<file path="config.mk">
export PLATFORM = sky130hd
export DESIGN_NAME = signed_radix_digit_emitter_unit
export DESIGN_NICKNAME = d
export VERILOG_FILES = /design/src/rtl/srde_pkg.sv /design/src/rtl/signed_radix_digit_emitter_unit.sv /design/src/rtl/srde_base_check.sv
export SDC_FILE = /design/constraint.sdc
export NUM_CORES = 1
export LEC_CHECK = 0
export BUFFER_PORTS_ARGS = -buffer_cell sky130_fd_sc_hd__buf_2
export CAP_MARGIN = 10
export CORE_MARGIN = 5
export CORE_UTILIZATION = 55
export CTS_BUF_LIST = sky130_fd_sc_hd__clkbuf_16
export CTS_CLUSTER_DIAMETER = 60
export DETAILED_ROUTE_END_ITERATION = 7
export GPL_TIMING_DRIVEN = 0
export HOLD_SLACK_MARGIN = 0.08
export PLACE_DENSITY_LB_ADDON = 0.25
export SETUP_SLACK_MARGIN = 0.4
export SLEW_MARGIN = 20
export SYNTH_ARGS = -nofsm -noshare
export SYNTH_HDL_FRONTEND = slang
export SYNTH_SLANG_ARGS = --single-unit
</file>
<file path="constraint.sdc">
create_clock -name clk -period 4.3 [get_ports clk]
set_clock_uncertainty 0.15 [all_clocks]
set_input_delay 0 -clock clk [delete_from_list [all_inputs] [get_ports clk]]
set_output_delay 0 -clock clk [all_outputs]
set_load 0.03 [all_outputs]
</file>
<file path="src/rtl/srde_pkg.sv">
// ----------------------------------------------------------------------------
// srde_pkg: shared types, constants and helpers of the radix digit emitter
// Holds field widths, character codes, configuration register indexes and
// the symbol lookup used by both the top level and the base checker.
// ----------------------------------------------------------------------------
package srde_pkg;

    // Field and register widths.
    localparam int VALUE_W     = 32;
    localparam int CHAR_W      = 8;
    localparam int SYM_SLOTS   = 16;
    localparam int ALPHA_W     = SYM_SLOTS * CHAR_W;
    localparam int RADIX_W     = 5;
    localparam int DIGIT_W     = 4;
    localparam int CFG_INDEX_W = 2;
    localparam int CFG_DATA_W  = 64;

    // Defaults for the top-level parameters.
    localparam int MAX_SYMBOLS_DEF       = 16;
    localparam int DIGIT_STORE_DEPTH_DEF = 32;

    // Character codes.
    localparam logic [CHAR_W-1:0] CHAR_MINUS = 8'h2D;
    localparam logic [CHAR_W-1:0] CHAR_PLUS  = 8'h2B;
    localparam logic [CHAR_W-1:0] CHAR_SPACE = 8'h20;
    localparam logic [CHAR_W-1:0] CHAR_NUL   = 8'h00;

    // Configuration register indexes.
    typedef enum logic [CFG_INDEX_W-1:0] {
        REG_ALPHABET_LOW    = 2'd0,
        REG_ALPHABET_HIGH   = 2'd1,
        REG_ALPHABET_LENGTH = 2'd2
    } cfg_reg_t;

    // Result of one alphabet check.
    typedef struct packed {
        logic done;
        logic ok;
    } chk_status_t;

    // Symbol k of the packed alphabet, symbol 0 in the lowest byte.
    function automatic logic [CHAR_W-1:0] symbol_at(
        input logic [ALPHA_W-1:0] alphabet,
        input logic [DIGIT_W-1:0] k
    );
        return alphabet[k*CHAR_W +: CHAR_W];
    endfunction

    // True for a byte that may not serve as a digit symbol.
    function automatic logic symbol_reserved(input logic [CHAR_W-1:0] s);
        return (s == CHAR_MINUS) || (s == CHAR_PLUS) || (s == CHAR_SPACE) ||
               (s == CHAR_NUL);
    endfunction

endpackage

</file>
<file path="src/rtl/signed_radix_digit_emitter_unit.sv">
// ----------------------------------------------------------------------------
// signed_radix_digit_emitter_unit: signed integer to text in any radix
// Writes a signed 32-bit value as a string of symbols from a programmable
// alphabet, using a bit-serial divider and a small digit memory.
// ----------------------------------------------------------------------------
// Usage:
//   The cfg channel writes the alphabet (index 0: symbols 0-7, index 1:
//   symbols 8-15, index 2: length, which is the radix); write it only while
//   the unit is idle. Each word on s_axis carries one value. The m_axis side
//   returns one word per character: an optional '-', then the digits, most
//   significant first, with tlast on the final one. A bad alphabet yields a
//   single word with tuser set, tdata zero and tlast set.
//   Sequence: the alphabet check runs first. Each digit then comes from the
//   shift-and-subtract divider, one quotient bit per cycle, and each
//   character is fetched through the digit memory read port. Radix 2 and a
//   32-digit magnitude is the worst case.
//   One value is in work at a time; s_axis_tready is high while idle, also
//   while the last word still waits in the output register.
//   A stall on m_axis holds the output word and pauses the emit sequence.
//   Reset empties the output register and clears the alphabet registers.
// ----------------------------------------------------------------------------
module signed_radix_digit_emitter_unit #(
    parameter int MAX_SYMBOLS       = srde_pkg::MAX_SYMBOLS_DEF,
    parameter int DIGIT_STORE_DEPTH = srde_pkg::DIGIT_STORE_DEPTH_DEF
) (
    input  logic                             clk,
    input  logic                             rst_n,
    // Input stream. tdata: value[31:0].
    input  logic                             s_axis_tvalid,
    output logic                             s_axis_tready,
    input  logic [srde_pkg::VALUE_W-1:0]     s_axis_tdata,
    // Output stream. tdata: character[7:0]; tuser: base_invalid[0].
    output logic                             m_axis_tvalid,
    input  logic                             m_axis_tready,
    output logic [srde_pkg::CHAR_W-1:0]      m_axis_tdata,
    output logic                             m_axis_tlast,
    output logic [0:0]                       m_axis_tuser,
    // Configuration write channel.
    input  logic                             cfg_valid,
    output logic                             cfg_ready,
    input  logic [srde_pkg::CFG_INDEX_W-1:0] cfg_index,
    input  logic [srde_pkg::CFG_DATA_W-1:0]  cfg_data
);
    import srde_pkg::*;

    localparam int AW      = $clog2(DIGIT_STORE_DEPTH);
    localparam int CW      = $clog2(DIGIT_STORE_DEPTH + 1);
    localparam int BW      = $clog2(VALUE_W);
    localparam int BIT_TOP = VALUE_W - 1;

    typedef enum logic [2:0] {
        S_IDLE,
        S_CHECK,
        S_ERROR,
        S_ZERO,
        S_DIVIDE,
        S_SIGN,
        S_READ,
        S_EMIT
    } state_t;

    // Configuration registers.
    logic [CFG_DATA_W-1:0] alphabet_low_reg;
    logic [CFG_DATA_W-1:0] alphabet_high_reg;
    logic [RADIX_W-1:0]    alphabet_length_reg;
    logic [ALPHA_W-1:0]    alphabet;

    // Control and datapath registers.
    state_t               state_reg;
    logic [VALUE_W-1:0]   value_reg;
    logic                 neg_reg;
    logic [VALUE_W-1:0]   div_mag_reg;
    logic [DIGIT_W-1:0]   div_rem_reg;
    logic [BW-1:0]        bit_cnt_reg;
    logic [CW-1:0]        count_reg;
    logic [DIGIT_W-1:0]   rd_digit_reg;
    logic                 out_valid_reg;
    logic [CHAR_W-1:0]    out_char_reg;
    logic                 out_last_reg;
    logic                 out_err_reg;

    // Digit memory, no reset: every entry read was written for this value.
    logic [DIGIT_W-1:0]   digit_mem [DIGIT_STORE_DEPTH];

    logic                 in_accept;
    logic                 out_free;
    logic                 out_load;
    logic [RADIX_W-1:0]   rem_shift;
    logic                 qbit;
    logic [RADIX_W-1:0]   rem_sub;
    logic [DIGIT_W-1:0]   rem_next;
    logic [VALUE_W-1:0]   mag_next;
    logic                 digit_done;
    logic [CW-1:0]        count_dec;
    chk_status_t          chk_status;

    assign alphabet  = {alphabet_high_reg, alphabet_low_reg};
    assign cfg_ready = 1'b1;

    // Configuration writes; indexes beyond the list are dropped.
    always_ff @(posedge clk or negedge rst_n)
    begin
        if (!rst_n)
        begin
            alphabet_low_reg    <= '0;
            alphabet_high_reg   <= '0;
            alphabet_length_reg <= '0;
        end
        else if (cfg_valid && cfg_ready)
        begin
            case (cfg_index)
                REG_ALPHABET_LOW:    alphabet_low_reg    <= cfg_data;
                REG_ALPHABET_HIGH:   alphabet_high_reg   <= cfg_data;
                REG_ALPHABET_LENGTH: alphabet_length_reg <= cfg_data[RADIX_W-1:0];
                default:             ;
            endcase
        end
    end

    // Alphabet validity checker, started on each accepted value.
    srde_base_check #(
        .MAX_SYMBOLS (MAX_SYMBOLS)
    ) u_base_check (
        .clk      (clk),
        .rst_n    (rst_n),
        .start    (in_accept),
        .alphabet (alphabet),
        .length   (alphabet_length_reg),
        .status   (chk_status)
    );

    assign s_axis_tready = (state_reg == S_IDLE);
    assign in_accept     = s_axis_tvalid && s_axis_tready;
    assign out_free      = !out_valid_reg || m_axis_tready;

    // A new word enters the output register in this cycle.
    assign out_load = out_free && (state_reg inside {S_ERROR, S_ZERO, S_SIGN, S_EMIT});

    // One restoring division step: shift in the next dividend bit.
    assign rem_shift  = {div_rem_reg, div_mag_reg[VALUE_W-1]};
    assign qbit       = (rem_shift >= alphabet_length_reg);
    assign rem_sub    = rem_shift - alphabet_length_reg;
    assign rem_next   = qbit ? rem_sub[DIGIT_W-1:0] : rem_shift[DIGIT_W-1:0];
    assign mag_next   = {div_mag_reg[VALUE_W-2:0], qbit};
    assign digit_done = (state_reg == S_DIVIDE) && (bit_cnt_reg == BW'(BIT_TOP));
    assign count_dec  = count_reg - CW'(1);

    // Digit memory write and registered read.
    always_ff @(posedge clk)
    begin
        if (digit_done)
        begin
            digit_mem[count_reg[AW-1:0]] <= rem_next;
        end
        if (state_reg == S_READ)
        begin
            rd_digit_reg <= digit_mem[count_dec[AW-1:0]];
        end
    end

    // Main sequencer with the output register.
    always_ff @(posedge clk or negedge rst_n)
    begin
        if (!rst_n)
        begin
            state_reg     <= S_IDLE;
            value_reg     <= '0;
            neg_reg       <= 1'b0;
            div_mag_reg   <= '0;
            div_rem_reg   <= '0;
            bit_cnt_reg   <= '0;
            count_reg     <= '0;
            out_valid_reg <= 1'b0;
            out_char_reg  <= '0;
            out_last_reg  <= 1'b0;
            out_err_reg   <= 1'b0;
        end
        else
        begin
            if (out_valid_reg && m_axis_tready && !out_load)
            begin
                out_valid_reg <= 1'b0;
            end

            case (state_reg)
                S_IDLE:
                begin
                    if (in_accept)
                    begin
                        value_reg <= s_axis_tdata;
                        neg_reg   <= s_axis_tdata[VALUE_W-1];
                        state_reg <= S_CHECK;
                    end
                end
                S_CHECK:
                begin
                    if (chk_status.done)
                    begin
                        if (!chk_status.ok)
                        begin
                            state_reg <= S_ERROR;
                        end
                        else if (value_reg == '0)
                        begin
                            state_reg <= S_ZERO;
                        end
                        else
                        begin
                            div_mag_reg <= neg_reg ? (VALUE_W'(0) - value_reg) : value_reg;
                            div_rem_reg <= '0;
                            bit_cnt_reg <= '0;
                            count_reg   <= '0;
                            state_reg   <= S_DIVIDE;
                        end
                    end
                end
                S_ERROR:
                begin
                    if (out_free)
                    begin
                        out_valid_reg <= 1'b1;
                        out_char_reg  <= CHAR_NUL;
                        out_last_reg  <= 1'b1;
                        out_err_reg   <= 1'b1;
                        state_reg     <= S_IDLE;
                    end
                end
                S_ZERO:
                begin
                    if (out_free)
                    begin
                        out_valid_reg <= 1'b1;
                        out_char_reg  <= symbol_at(alphabet, DIGIT_W'(0));
                        out_last_reg  <= 1'b1;
                        out_err_reg   <= 1'b0;
                        state_reg     <= S_IDLE;
                    end
                end
                S_DIVIDE:
                begin
                    div_mag_reg <= mag_next;
                    if (digit_done)
                    begin
                        // Remainder goes to the digit memory; restart on the quotient.
                        count_reg   <= count_reg + CW'(1);
                        div_rem_reg <= '0;
                        bit_cnt_reg <= '0;
                        if (mag_next == '0)
                        begin
                            state_reg <= neg_reg ? S_SIGN : S_READ;
                        end
                    end
                    else
                    begin
                        div_rem_reg <= rem_next;
                        bit_cnt_reg <= bit_cnt_reg + BW'(1);
                    end
                end
                S_SIGN:
                begin
                    if (out_free)
                    begin
                        out_valid_reg <= 1'b1;
                        out_char_reg  <= CHAR_MINUS;
                        out_last_reg  <= 1'b0;
                        out_err_reg   <= 1'b0;
                        state_reg     <= S_READ;
                    end
                end
                S_READ:
                begin
                    count_reg <= count_dec;
                    state_reg <= S_EMIT;
                end
                S_EMIT:
                begin
                    if (out_free)
                    begin
                        out_valid_reg <= 1'b1;
                        out_char_reg  <= symbol_at(alphabet, rd_digit_reg);
                        out_last_reg  <= (count_reg == '0);
                        out_err_reg   <= 1'b0;
                        state_reg     <= (count_reg == '0) ? S_IDLE : S_READ;
                    end
                end
                default:
                begin
                    state_reg <= S_IDLE;
                end
            endcase
        end
    end

    assign m_axis_tvalid   = out_valid_reg;
    assign m_axis_tdata    = out_char_reg;
    assign m_axis_tlast    = out_last_reg;
    assign m_axis_tuser[0] = out_err_reg;

    // An error word is a lone, zero, final word.
    a_error_word: assert property (@(posedge clk) disable iff (!rst_n)
        (m_axis_tvalid && m_axis_tuser[0]) |-> (m_axis_tlast && (m_axis_tdata == CHAR_NUL)))
        else $error("error word without tlast or with nonzero data");

    // The partial remainder always stays below the radix.
    a_rem_range: assert property (@(posedge clk) disable iff (!rst_n)
        (state_reg == S_DIVIDE) |-> ({1'b0, div_rem_reg} < alphabet_length_reg))
        else $error("divider remainder out of range");

    // The digit count never runs past the memory.
    a_count_bound: assert property (@(posedge clk) disable iff (!rst_n)
        count_reg <= CW'(DIGIT_STORE_DEPTH))
        else $error("digit count beyond memory depth");

    // The checker only reports while the sequencer waits for it.
    a_check_in_step: assert property (@(posedge clk) disable iff (!rst_n)
        chk_status.done |-> (state_reg == S_CHECK))
        else $error("alphabet check finished outside the check state");

    // An accepted value always starts an alphabet check.
    a_accept_check: assert property (@(posedge clk) disable iff (!rst_n)
        in_accept |=> (state_reg == S_CHECK))
        else $error("accepted value did not start a check");

endmodule

</file>
<file path="src/rtl/srde_base_check.sv">
// ----------------------------------------------------------------------------
// srde_base_check: sequential validity check of the digit alphabet
// Walks the symbols in use one per cycle, testing each against the reserved
// bytes and, in parallel lanes, against every later symbol in use.
// ----------------------------------------------------------------------------
module srde_base_check #(
    parameter int MAX_SYMBOLS = srde_pkg::MAX_SYMBOLS_DEF
) (
    input  logic                         clk,
    input  logic                         rst_n,
    input  logic                         start,
    input  logic [srde_pkg::ALPHA_W-1:0] alphabet,
    input  logic [srde_pkg::RADIX_W-1:0] length,
    output srde_pkg::chk_status_t        status
);
    import srde_pkg::*;

    localparam int IW = $clog2(MAX_SYMBOLS);

    typedef enum logic {
        CK_IDLE,
        CK_RUN
    } ck_state_t;

    ck_state_t         state_reg;
    logic [IW-1:0]     idx_reg;
    logic              fail_reg;
    logic              done_reg;
    logic              ok_reg;
    logic              length_bad;
    logic [CHAR_W-1:0] cur_sym;
    logic              dup;
    logic              is_last;

    // Length must give a radix of at least two and fit the symbol lanes.
    assign length_bad = (length < RADIX_W'(2)) || (length > RADIX_W'(MAX_SYMBOLS));

    assign cur_sym = symbol_at(alphabet, DIGIT_W'(idx_reg));

    // Compare the current symbol against every later symbol in use.
    always_comb
    begin
        dup = 1'b0;
        for (int j = 0; j < MAX_SYMBOLS; j++)
        begin
            if ((j > int'(idx_reg)) && (RADIX_W'(j) < length) &&
                (symbol_at(alphabet, DIGIT_W'(j)) == cur_sym))
            begin
                dup = 1'b1;
            end
        end
    end

    assign is_last = ((RADIX_W'(idx_reg) + RADIX_W'(1)) >= length) ||
                     (idx_reg == IW'(MAX_SYMBOLS - 1));

    // Check sequencer with registered status.
    always_ff @(posedge clk or negedge rst_n)
    begin
        if (!rst_n)
        begin
            state_reg <= CK_IDLE;
            idx_reg   <= '0;
            fail_reg  <= 1'b0;
            done_reg  <= 1'b0;
            ok_reg    <= 1'b0;
        end
        else
        begin
            done_reg <= 1'b0;
            case (state_reg)
                CK_IDLE:
                begin
                    if (start)
                    begin
                        fail_reg  <= length_bad;
                        idx_reg   <= '0;
                        state_reg <= CK_RUN;
                    end
                end
                CK_RUN:
                begin
                    if (fail_reg)
                    begin
                        done_reg  <= 1'b1;
                        ok_reg    <= 1'b0;
                        state_reg <= CK_IDLE;
                    end
                    else if (symbol_reserved(cur_sym) || dup)
                    begin
                        fail_reg <= 1'b1;
                    end
                    else if (is_last)
                    begin
                        done_reg  <= 1'b1;
                        ok_reg    <= 1'b1;
                        state_reg <= CK_IDLE;
                    end
                    else
                    begin
                        idx_reg <= idx_reg + IW'(1);
                    end
                end
                default:
                begin
                    state_reg <= CK_IDLE;
                end
            endcase
        end
    end

    assign status = '{done: done_reg, ok: ok_reg};

endmodule
</file>
==> flow_metrics.tcl, run 1 <==
set metrics [dict create \
    viasPerCell 6.15 \
    cts-htree-levels 2 \
    grt_max_degree 85 \
    ys_seq_area_share_pct 49.6 \
    cp_max_fo 10 \
    antenna_found_initial 3 \
    hold_viol_final 0 \
    utilization_pct 69.3 \
    pwr-share-clk_pct 30.4 \
    arrival_ns 4.15 \
    fin_nets 2100 \
    power_switching_share_pct 31.3 \
    tightest_slew_ns 1.07 \
    power_leakage_nw 10.2 \
    start_util_pct 55.7 \
    critPathSlowestCell "mux4_2" \
    hpwl_mm 42.2 \
    fp.coreArea_sq_um 35600 \
    critical-path-top-delay-family "simple AND/OR/NAND/NOR gates" \
    gp_congestion 0.980 \
    maxSlewViolCount 0 \
    post_synth_num_cell_types 84 \
    die_x_um 200 \
    combPwrFrac_pct 24.1 \
    cts-root-buf "clkbuf_16" \
    nFillCells 2525 \
    tritoncts "built" \
    path_clk_slew_ns 0.06 \
    fp.dieH_um 200 \
    drv_cap 0 \
    hp-class "in2reg" \
    reg2reg_slack_ns 0.47 \
    grt-ovfl-total 0 \
    std_cell_rows 69 \
    synth_top_cell_area_share_pct 29.6 \
    synth_common_cells "dfrtp_1 (234), nand2_1 (185), mux2_2 (144)" \
    final_layout_size_suffix_gt1_share_pct 25.9 \
    io_pins 116 \
    track_usage_pct 30.4 \
    internal_power_mw 7.56 \
    max_freq_ghz 0.261 \
    pwr-share-seq_pct 45.5 \
    synth_largest_area_cell "dfrtp_1" \
    grt_pass1_wl_mm 92.0 \
    syn_inst 1603 \
    p_per_area_nw_per_um2 446 \
    detail-route-antenna-nets 0 \
    start_kind "flop" \
    drc 0 \
    via_count 15170 \
    required_ns 4.62 \
    cp_num_buf_inv 3 \
    antennaDiodeCount 0 \
    cp_cell_sequence "buf_12 > buf_12 > mux4_2 > mux2i_2 > o22ai_1 > buf_6 > or3_1 > a2111oi_2 > nand4_1 > nand4_1 > nor4_4 > nand3_1 > mux2i_1" \
    die-area_sq_um 39900 \
    wl_per_cell_um 24.3 \
    power_switching_mw 3.45 \
    avgSynthCellArea_sq_um 12.4 \
    status "completed" \
    clock_path_buffers 3 \
    power_mw 11.0 \
    crit_type "reg2reg" \
    drt_iter0_drc 1622 \
    synth_area_leaders "dfrtp_1 (30%), edfxtp_1 (20%), mux4_2 (11%)" \
    ys_async_sr_fraction_pct 63.9 \
    drt_wl_total_mm 59.9 \
    setup_viol 0 \
    synth_edf_count 132 \
    max_stage_delay_ns 0.52 \
    yosysWarnings 0 \
    ys_ff_latch 366 \
    syn2layout_area_growth_pct 24.5 \
    largest_reg_flops 128 \
    slew_headroom_pct 28.5 \
    rsz0062_at_grt "yes" \
    period_share_pct 89.2 \
    layout_min_cycle_time_ns 3.83 \
    clkLatencyLatePin_ns 0.57 \
    synth_most_common_cell "dfrtp_1" \
    cts_made_buffers 39 \
    synth_nets 1728 \
    ir_worst_vdd_uv 440 \
    clock_sinks 366 \
    grt_pass1_vias 15466 \
    end_kind "flop" \
    numPortBuffers 114 \
    synth_ff_type "dfrtp_1" \
    firstDrtPassIters 7 \
    synth_area_sq_um 19800 \
]
power groups by stage:
stage	combinational (mW)	sequential, mW	clock [mW]
2_1_floorplan	1.54	4.86	0
3_3_place_gp	2.14	5.06	0
3_5_place_dp	2.44	5.04	0
4_1_cts	2.60	4.98	3.40
5_1_grt	2.86	5.05	3.53
6_report	2.65	5.01	3.35
path summary, 6_finish.rpt:
| path | startpoint | end | depth (start not counted) |
|---|---|---|---|
| worst max-delay path | u_base_check.idx_reg[1] | u_base_check.idx_reg[2] | 13 |
| worst min-delay path | cfg_data[36] | alphabet_low_reg[36] | 3 |
| worst max register to register | u_base_check.idx_reg[1] | u_base_check.idx_reg[2] | 13 |
| worst min register to register | bit_cnt_reg[3] | bit_cnt_reg[3] | 1 |
| max in group asynchronous | rst_n | alphabet_high_reg[16] | 4 |
| min in group asynchronous | rst_n | alphabet_high_reg[33] | 4 |
logic make-up (layout without fill, tap and decap cells):
group / Yosys count / count (layout) / share of synthesized area [%]
xor gates and xnor gates: 146 / 146 / 6.50
DFF: 366 / 366 / 49.6
AOI/OAI and AO/OA: 239 / 239 / 7.60
and+or+nand+nor: 440 / 440 / 10.5
adders and majority gates: 22 / 22 / 1.43
buffers and inverters: 120 / 523 / 3.23
muxes: 269 / 269 / 21.2
other: 1 / 1 / 0.0189
cells in the final DEF, fill, tap and decap left out, drive strengths merged, types with 95 or more instances in the layout:
cell and count:
clkbuf 96, buf 168, nand2 186, xor2 101
mux4 103, dlygate4sd3 207, edfxtp 132, mux2 144
nor2 95, dfrtp 234
repair_timing:
action | 4_1_cts | 5_1_grt
hold buffers | 208 | 0
gates resized for setup | 13 | 27
endpoints found under the hold margin | 408 | 0
setup buffers | 0 | 5
setup endpoints to repair | 12 | 80
pin swaps | 0 | 6
final cells by class:
type                            instances  area (sq um)  share of cell area, %
Buffer                                101           594                   2.41
Clock buffer                           39           976                   3.96
Clock inverter                         33           297                   1.20
Inverter                               19          73.8                  0.299
Multi-Input combinational cell       1117          9510                   38.6
Sequential cell                       366          9820                   39.8
Tap cell                              461           577                   2.34
Timing Repair Buffer                  331          2820                   11.4
routing by layer:
metal / track usage, % / wire length, um / up-vias
met5: 0 / 23 / -
met4: 8.96 / 1840 / 4
met3: 7.91 / 6010 / 136
met2: 46.2 / 26600 / 733
met1: 43.9 / 25500 / 7606
li1: - / - / 6691
stage by stage:
| step | TNS, ns | hold slack (ns) | area, sq um | instances | setup WS, ns |
|---|---|---|---|---|---|
| final | 0 | 0.0881 | 24700 | 2467 | 0.466 |
| after global routing | 0 | 0.110 | 24700 | 2467 | 0.296 |
| after CTS | 0 | 0.0815 | 24500 | 2462 | 0.401 |
| after detailed placement | -0.971 | -0.148 | 21100 | 2182 | -0.251 |
| after global placement | -270.06 | 0.0412 | 21000 | 2178 | -0.960 |
| after floorplan | 0 | -0.446 | 19800 | 1603 | 0.662 |
worst min-delay path, cell delays in order:
cell,delay [ns]
dlygate4sd3_1,0.52
buf_2,0.11
mux2_2,0.14
(Power assumes the default switching activity.)
==> run 2, diff against run 1 <==
--- a/config.mk
+++ b/config.mk
@@ -7,6 +7,7 @@
 export LEC_CHECK = 0
 export BUFFER_PORTS_ARGS = -buffer_cell sky130_fd_sc_hd__buf_2
 export CAP_MARGIN = 10
+export CORE_ASPECT_RATIO = 1.75
 export CORE_MARGIN = 5
 export CORE_UTILIZATION = 55
 export CTS_BUF_LIST = sky130_fd_sc_hd__clkbuf_16
==> flow_metrics.tcl, run 2 (synthesis results as in run 1) <==
set metrics [dict create \
    status "completed" \
    slew_headroom_pct 26.4 \
    nFillCells 2607 \
    tritoncts "built" \
    cts_made_buffers 37 \
    end_kind "flop" \
    start_util_pct 55.3 \
    firstDrtPassIters 5 \
    std_cell_rows 92 \
    cts-htree-levels 2 \
    hpwl_mm 45.4 \
    hp-class "in2reg" \
    antennaDiodeCount 0 \
    ir_worst_vdd_uv 544 \
    via_count 15160 \
    clock_sinks 366 \
    antenna_found_initial 1 \
    grt_pass1_wl_mm 96.9 \
    final_layout_size_suffix_gt1_share_pct 26.2 \
    die-area_sq_um 40000 \
    power_leakage_nw 10.0 \
    gp_congestion 1.02 \
    required_ns 4.57 \
    cpMostUsedCell "mux4_2" \
    cp_max_fo 10 \
    seqCellArea_sq_um 9820 \
    detail-route-antenna-nets 0 \
    dpl_cell_area_sq_um 21100 \
    period_share_pct 90.7 \
    final.setup.tns_ns 0 \
    viasPerCell 6.27 \
    mostFrequentLayoutCells "dfrtp_1 (233), nand2_1 (185), dlygate4sd3_1 (155)" \
    final_area_sq_um 24100 \
    arrival_ns 4.17 \
    drv_cap 0 \
    grt_max_degree 92 \
    max_stage_delay_ns 0.75 \
    cp_num_buf_inv 2 \
    drt_wl_total_mm 63.9 \
    track_usage_pct 31.9 \
    grt-ovfl-total 0 \
    numPortBuffers 114 \
    final_common_cell "dfrtp_1" \
    rsz0062_at_grt "no" \
    drt_iter0_drc 1184 \
    io_pins 116 \
    critical-path-top-delay-family "buffers and inverters" \
    multiInputGateArea_sq_um 9510 \
    p_per_area_nw_per_um2 461 \
    fp.coreArea_sq_um 35800 \
    clkLatencyLatePin_ns 0.56 \
    die_x_um 153 \
    whs_ns 0.0820 \
    max_freq_ghz 0.256 \
    fp.dieH_um 261 \
    fin_nets 2044 \
    hold_viol_final 0 \
    syn2layout_area_growth_pct 21.9 \
    critPathSlowestCell "buf_1" \
    cp_cell_sequence "clkbuf_1 > buf_1 > mux4_2 > mux4_2 > mux2i_2 > o21ai_0" \
    setup_viol 0 \
    cts-root-buf "clkbuf_16" \
    grt_pass1_vias 15864 \
    path_clk_slew_ns 0.07 \
    maxSlewViolCount 0 \
    clock_path_buffers 3 \
    start_kind "flop" \
    crit_type "reg2reg" \
    largest_reg_flops 128 \
    wl_per_cell_um 26.4 \
    tightest_slew_ns 1.10 \
    drc 0 \
    layout_min_cycle_time_ns 3.90 \
]
-- run 2: cell types whose count changed in the layout (fill, tap and decap cells not counted), moves of 3 or more --
cell / delta
buf_2: -3
buf_4: -3
bufinv_16: +3
clkbuf_2: +3
clkinv_1: +6
clkinv_2: -4
clkinvlp_4: -3
dlygate4sd3_1: -52
nor4_2: -3
-- run 2: routing by layer --
layer	vias up	wire, um	GRT usage [%]	part of all wire [%]
met1	7671	22100	36.3	35
met2	681	33200	56.8	52
met3	228	3550	3.97	5.6
li1	6580	-	-	-
met5	-	0	0	0
met4	0	5070	20.5	7.9
-- run 2: path summary, 6_finish.rpt --
path	start	endpoint	slack, ns	depth (start not counted)
worst max register to register	rd_digit_reg[1]	m_axis_tdata[6]	0.40	6
worst max-delay path	rd_digit_reg[1]	m_axis_tdata[6]	0.40	6
worst min-delay path	cfg_data[33]	alphabet_high_reg[33]	0.08	3
worst min register to register	m_axis_tlast	m_axis_tlast	0.33	1
min in group asynchronous	rst_n	alphabet_high_reg[49]	0.45	4
max in group asynchronous	rst_n	value_reg[24]	3.12	4
-- run 2: stage by stage --
stage	utilization [%]	cells	power (mW)	setup WS (ns)
floorplan	-	1603	6.40	0.662
global placement	58.6	2187	7.26	-0.916
detailed placement	59.0	2191	7.50	-0.352
CTS	67.1	2415	11.0	0.406
global route	67.4	2418	11.5	0.365
finish	67.4	2418	11.1	0.401
-- run 2: repair_timing --
| item | in CTS | in global routing |
|---|---|---|
| hold buffers | 156 | 0 |
| endpoints found under the hold margin | 416 | 0 |
| cloned | 0 | 1 |
| setup buffers | 0 | 2 |
| endpoints found under the setup margin | 15 | 79 |
| gates resized for setup | 13 | 26 |
| pin swaps | 1 | 4 |
-- run 2: cell type report --
type	count	share of cell area (%)
Timing Repair Buffer	276	9.42
Buffer	101	2.48
Tap cell	470	2.44
Sequential cell	366	40.7
Clock buffer	37	3.84
Multi-Input combinational cell	1118	39.4
Inverter	19	0.296
Clock inverter	31	1.42
-- run 2: worst register-to-register path: cells and delay by family, from the launching register on --
family / cells / cell delay [ns]
buffers and inverters: 2 / 1.45
muxes: 3 / 1.43
DFF: 1 / 0.59
AOI/OAI and AO/OA: 1 / 0.14
-- run 2: power by group --
group / internal [mW] / switching [mW]
sequential: 4.48 / 0.528
clock: 1.96 / 1.45
combinational: 1.18 / 1.53
total: 7.62 / 3.51
